`src/rtl/core/max_segment_tree_bin_allocator_unit_macros.svh`:
```
// ----------------------------------------------------------------------------
// Assertion macros for the segment tree bin allocator
// Clocked, reset-qualified property checks used by msta_back.
// ----------------------------------------------------------------------------
`ifndef MAX_SEGMENT_TREE_BIN_ALLOCATOR_UNIT_MACROS_SVH
`define MAX_SEGMENT_TREE_BIN_ALLOCATOR_UNIT_MACROS_SVH

// Checks prop at every rising edge of clk outside reset.
`define MSTA_ASSERT(lbl, prop, msg) \
  lbl: assert property (@(posedge clk) disable iff (!rst_n) (prop)) else $error(msg);

// Checks prop at every rising edge of clk, reset included.
`define MSTA_ASSERT_ALWAYS(lbl, prop, msg) \
  lbl: assert property (@(posedge clk) (prop)) else $error(msg);

`endif

```
`src/rtl/core/msta_pkg.sv`:
```
// ----------------------------------------------------------------------------
// msta_pkg
// Types and codes shared by the segment tree bin allocator modules.
// ----------------------------------------------------------------------------
package msta_pkg;

  localparam logic KIND_ALLOC = 1'b0;
  localparam logic KIND_FREE  = 1'b1;

  localparam logic [1:0] ST_OK     = 2'd0;
  localparam logic [1:0] ST_NOROOM = 2'd1;
  localparam logic [1:0] ST_BAD    = 2'd2;

  localparam logic [31:0] MAX_LEN_RESET = 32'd65536;

  typedef enum logic [3:0] {
    B_SWEEP,
    B_IDLE,
    B_DN_RD,
    B_DN_CMP,
    B_LF_RD,
    B_LF_CMP,
    B_UP_RD,
    B_UP_WR,
    B_FIN
  } back_state_t;

  // One classified item as it waits between the front and the back.
  typedef struct packed {
    logic        kind;
    logic [31:0] length;
    logic [9:0]  bin;
    logic        bad;
  } entry_t;

  typedef struct packed {
    logic sweeping;
  } back_status_t;

endpackage

```
`src/rtl/core/msta_front.sv`:
```
// ----------------------------------------------------------------------------
// msta_front
// Accepts items, flags bad bins and holds them in a two-entry queue.
// ----------------------------------------------------------------------------
module msta_front
  import msta_pkg::*;
#(
  parameter int BINS = 1024
) (
  input  logic         clk,
  input  logic         rst_n,
  input  logic         in_valid,
  output logic         in_ready,
  input  logic         in_kind,
  input  logic [31:0]  in_length,
  input  logic [9:0]   in_bin,
  input  back_status_t bstat,
  output logic         q_valid,
  output entry_t       q_head,
  input  logic         q_pop
);

  entry_t     q_r [2];
  logic [1:0] cnt_r, cnt_nxt;
  logic       wp_r, wp_nxt;
  logic       rp_r, rp_nxt;
  logic       push, pop;
  entry_t     ent;

  always_comb begin
    ent.kind   = in_kind;
    ent.length = in_length;
    ent.bin    = in_bin;
    ent.bad    = (in_kind == KIND_FREE) && (32'(in_bin) >= 32'(BINS));
  end

  // No item is taken while the tree is being refilled.
  assign in_ready = (cnt_r != 2'd2) && !bstat.sweeping;
  assign push     = in_valid && in_ready;
  assign pop      = q_pop && (cnt_r != 2'd0);
  assign q_valid  = (cnt_r != 2'd0);
  assign q_head   = q_r[rp_r];

  always_comb begin
    wp_nxt  = push ? ~wp_r : wp_r;
    rp_nxt  = pop ? ~rp_r : rp_r;
    cnt_nxt = cnt_r + 2'(push) - 2'(pop);
  end

  always_ff @(posedge clk) begin
    if (!rst_n) begin
      cnt_r <= 2'd0;
      wp_r  <= 1'b0;
      rp_r  <= 1'b0;
    end else begin
      cnt_r <= cnt_nxt;
      wp_r  <= wp_nxt;
      rp_r  <= rp_nxt;
    end
  end

  always_ff @(posedge clk) begin
    if (push) begin
      q_r[wp_r] <= ent;
    end
  end

endmodule

```
`config.mk`:
```
export PLATFORM = sky130hd
export DESIGN_NAME = msta_front
export DESIGN_NICKNAME = d
export VERILOG_FILES = /design/src/rtl/core/max_segment_tree_bin_allocator_unit_macros.svh /design/src/rtl/core/msta_pkg.sv /design/src/rtl/core/msta_front.sv
export SDC_FILE = /design/constraint.sdc
export NUM_CORES = 1
export LEC_CHECK = 0
export ABC_AREA = 0
export BUFFER_PORTS_ARGS = -buffer_cell sky130_fd_sc_hd__buf_2
export CAP_MARGIN = 20
export CELL_PAD_IN_SITES_DETAIL_PLACEMENT = 1
export CELL_PAD_IN_SITES_GLOBAL_PLACEMENT = 1
export CORE_ASPECT_RATIO = 0.6
export CORE_MARGIN = 10
export CORE_UTILIZATION = 40
export CTS_CLUSTER_SIZE = 25
export DETAILED_ROUTE_END_ITERATION = 6
export PLACE_DENSITY_LB_ADDON = 0.1
export RECOVER_POWER = 50
export SYNTH_ARGS = -nofsm -noshare
export SYNTH_HDL_FRONTEND = slang
export SYNTH_SLANG_ARGS = --single-unit
```
`constraint.sdc`:
```
create_clock -name clk -period 7 [get_ports clk]
set_clock_uncertainty 0.2 [all_clocks]
set_input_delay 0.7 -clock clk [delete_from_list [all_inputs] [get_ports clk]]
set_output_delay 0.7 -clock clk [all_outputs]
set_load 0.01 [all_outputs]
```
# == Word-level counts from Yosys, hierarchy flattened ==
# Memory sizes are Yosys's and may differ from the RTL's. A register that Yosys moved wholly into a read port is not among the register bits.
# Index checks and enable logic that the tools add are counted.
# word_totals
reg_bits,4
latch_bits,0
ram_bits,86
mem_bits_ro,0
in_bits,48
output_inout_bits,46
word_cells,18
mem_count,1
# memory_table
name,depth,width,rd,rd_ports_with_merged_regs,wr,line_no,rtl
q_r,2,43,1,1,1,msta_front.sv:23,entry_t q_r [2];
# classes
n_addsub,2
mul,0
n_div,0
order_cmp,0
eq_ne,1
n_shift,0
mux,4
bitwise_logic,2
reduce_logical,5
# op_table
cell,count
two-way mux 1 bit,4
logical AND 1 bit,3
adder 2 x 1 -> 2 bit,1
"inequality test 2 bit, second input constant",1
inverter 1 bit,2
nonzero test 2 bit,1
subtractor 2 x 1 -> 2 bit,1
logical NOT 1 bit,1

# == Logic depth before layout (Yosys ltp) ==
# depth
depth_word,5
depth_mapped,9
mapped_depth_nobuf,9

# == Worst setup path before layout ==
# Ideal clock, no wire load.
# synth_path
path_type,input to register
startpoint,input port bstat
endpoint,"memory q_r[1][0] (netlist bit), enable pin"
setup_ns,0.405
arrival_time_ns,2.070
required_time_ns,6.395
path_slack_ns,4.325
path_stages,2
n_path_buf,0
cell_sequence,nor2_1 and3_1
# synth_via
elab_chain_cells,5
# synth_lines
element,line_no,rtl
from (decl),msta_front.sv:17,"input back_status_t bstat,"
logical NOT 1 bit,msta_front.sv:38,assign in_ready = (cnt_r != 2'd2) && !bstat.sweeping;
logical AND 1 bit,msta_front.sv:38,
logical AND 1 bit,msta_front.sv:39,assign push = in_valid && in_ready;
two-way mux 1 bit,msta_front.sv:63,if (push) begin
two-way mux 1 bit (not written as such),msta_front.sv:64,q_r[wp_r] <= ent;
to (decl),msta_front.sv:23,
# No other way between the ends.

==> key figures <==
Power and ir drop
  • Peak supply drop: 0.0001688 V
  • Leakage dissipation: 1.553 nW
  • Power per cell area: 360.7 mW/mm²
  • Final Total Pwr: 0.001547 W

Critical path
  • Crit-path leading delay family: flip-flops
  • CP arrival: 1790 ps
  • Setup crit end: q_head[42]
  • CP Launch Type: flip-flop
  • Crit-path max FO: 26
  • Reg-to-reg slack, setup: 4620 ps
  • Slowest stage delay, CP: 650 ps
  • CP Buf/Inv Count: 2
  • Slowest cell on the critical path: dfxtp_2
  • Worst Reg-to-Reg Cells: 4
  • Levels on crit path: 3
  • RR Endpoint: q_r[1][6]
  • Worst R2R Start: cnt_r[1]
  • Critical Path RT: 6100 ps
  • Worst-path cell chain: buf_12 > mux2_1 > buf_2
  • CP Class: reg2out
  • CP Capture Type: primary output

Timing
  • Max Fclk: 371.8 MHz
  • Hold Vio Cnt, Final: 0
  • RSZ-0062 raised after global routing: no
  • Period utilisation layout: 0.3842
  • Crit path time final: 2690 ps
  • Setup violators final: 0
  • Worst slew pin tran: 1160 ps
  • Slew headroom: 0.2266
  • Final Slew Violations: 0
  • Setup ws final: 4310 ps
  • Final setup TNS: 0 ps

Detailed routing
  • Final ANT Viol Nets: 0
  • Vias per inst: 4.655
  • Drt pass-1 iters: 4
  • DRC Markers: 0
  • Wirelength per Cell: 18.17 µm
  • Vias: 1741
  • Initial DRC count: 114
  • Drt total wl: 6794 µm

Global route
  • Largest net degree at the start of global routing: 44
  • Global Route Usage Sum: 0.1099
  • First-pass GRT wire length: 10760 µm
  • GRT Residual Overflow: 0
  • Initial antenna violation count: 0
  • Vias in the first global route: 2013

Logic synthesis
  • Cell taking the most area after synthesis: edfxtp_1
  • Share of the yosys chip area belonging to registers: 0.7941
  • Yosys warns: 0
  • Top-area cell type share of the netlist area: 0.7644
  • Post-synthesis net count: 212
  • Mapped Area: 0.003378 mm²
  • Avg Cell Area, Syn: 20.85 µm²
  • Flops & latches, synth: 91
  • Synth area leaders: edfxtp_1 (76%), mux2_2 (12%), dfxtp_1 (3.0%)
  • Distinct cell type count after synthesis: 23
  • Cell count after synthesis: 162

Worst hold path
  • HP Class: reg2reg

Floorplan
  • Die footprint: 0.01264 mm²
  • I/O pins: 94
  • Chip height: 91.19 µm
  • Initial Utilization: 0.4202
  • Die W: 138.6 µm
  • Site Rows: 25
  • Core area: 0.008039 mm²

Cells and area
  • Antenna cells: 0
  • Syn-to-layout area delta: 26.96%
  • Fraction of layout cells with a size suffix above 1: 0.4624
  • Multi-input gate area: 623.1 µm²
  • Commonest non-fill, non-tap cell in the layout: edfxtp_1
  • Final #Nets: 311
  • Fill cell count: 772
  • FF+latch area: 0.002684 mm²
  • Most frequent cells in the layout: edfxtp_1 (86), buf_2 (66), mux2_2 (36)

Flow run
  • Number of max-cap violations: 0

CTS
  • Postcts setup bufs: 0
  • Root Driver: clkbuf_16
  • TritonCTS clock tree: yes
  • # hold bufs at CTS: 0
  • Clock sink count: 91
  • Clock latency on the worst-skew pair: 340 ps
  • Total CTS buffers: 9
  • H-Tree Depth: 3
  • Clock transition at path regs: 60 ps
  • Clock buffer depth: 2
  • CTS resizes: 0

Place
  • Gpl congestion: 0.7145
  • Port buffer count: 92
  • DP HPWL: 4493 µm
  • Place WS: 4339 ps

Outcome
  • Outcome: completed
==> how the worst min path moves through the flow <==
stage	slack, ps	end	cells past startpoint	from
after floorplan	260	wp_r	2	wp_r
after global routing	330	q_r[0][0]	1	in_bin[0]
final	320	wp_r	2	wp_r
after detailed placement	270	wp_r	2	wp_r
after CTS	300	wp_r	2	wp_r
after global placement	290	wp_r	2	wp_r
==> flip-flops by register name, indices dropped and copies added, names as in the netlist, named ones only <==
name   count
q_r       86
cnt_r      2
rp_r       1
wp_r       1
==> worst reg2reg max path, stage by stage, from the launching register on <==
cell	delay (ps)
dfxtp_1	340
nor2b_1	160
nor2_1	150
and3_1	960
buf_16	260
==> final cells by class <==
class	instances	area share
Clock buffer	9	0.05251
Clock inverter	7	0.03238
Inverter	2	0.001750
Multi-Input combinational cell	63	0.1453
Sequential cell	91	0.6257
Tap cell	108	0.03151
Timing Repair Buffer	94	0.1109
==> kinds of logic after synthesis <==
family / synth area share
DFF: 0.7941
muxes: 0.1433
and+or+nand+nor: 0.02111
buffers and inverters: 0.01926
AOI/OAI and AO/OA: 0.005926
xor gates and xnor gates: 0.007779
adders and majority gates: 0.007406
other: 0.001110
==> cells in the mapped netlist <==
cell / number
edfxtp_1: 86
buf_2: 1
mux2_2: 36
mux2_1: 7
dfxtp_1: 5
nand2b_1: 1
or3_1: 1
nor2b_4: 1
xnor2_1: 3
nor2_1: 1
nand2_1: 1
ha_1: 2
buf_6: 4
conb_1: 1
and2_1: 2
nor2b_1: 2
buf_4: 1
or2_2: 1
a21boi_1: 1
o21ai_0: 1
inv_1: 2
and3_1: 1
o21a_1: 1
==> per-layer routing <==
layer  global-route usage  share of wire  up-vias
met5                    0              0        -
li1                     -              -      819
met1               0.1196           0.44      850
met3              0.05616          0.087       12
met2               0.1768           0.46       60
met4              0.05190          0.018        0
==> per-stage QoR <==
stage	util	cell area, µm²	cells	hold WS [ps]
2_1_floorplan	-	3378	162	257.0
3_3_place_gp	0.4875	3919	356	285.7
3_5_place_dp	0.4875	3919	356	273.9
4_1_cts	0.5328	4283	372	297.3
5_1_grt	0.5335	4289	374	330.8
6_report	0.5335	4289	374	317.4
==> power breakdown <==
part / leakage (nW) / internal, W / switching (W)
sequential: 0.830 / 0.000646 / 0.0000284
clock: 0.180 / 0.000385 / 0.000194
combinational: 0.543 / 0.000148 / 0.000146
total: 1.55 / 0.00118 / 0.000368
No activity file was read; power rests on OpenSTA's default activity.
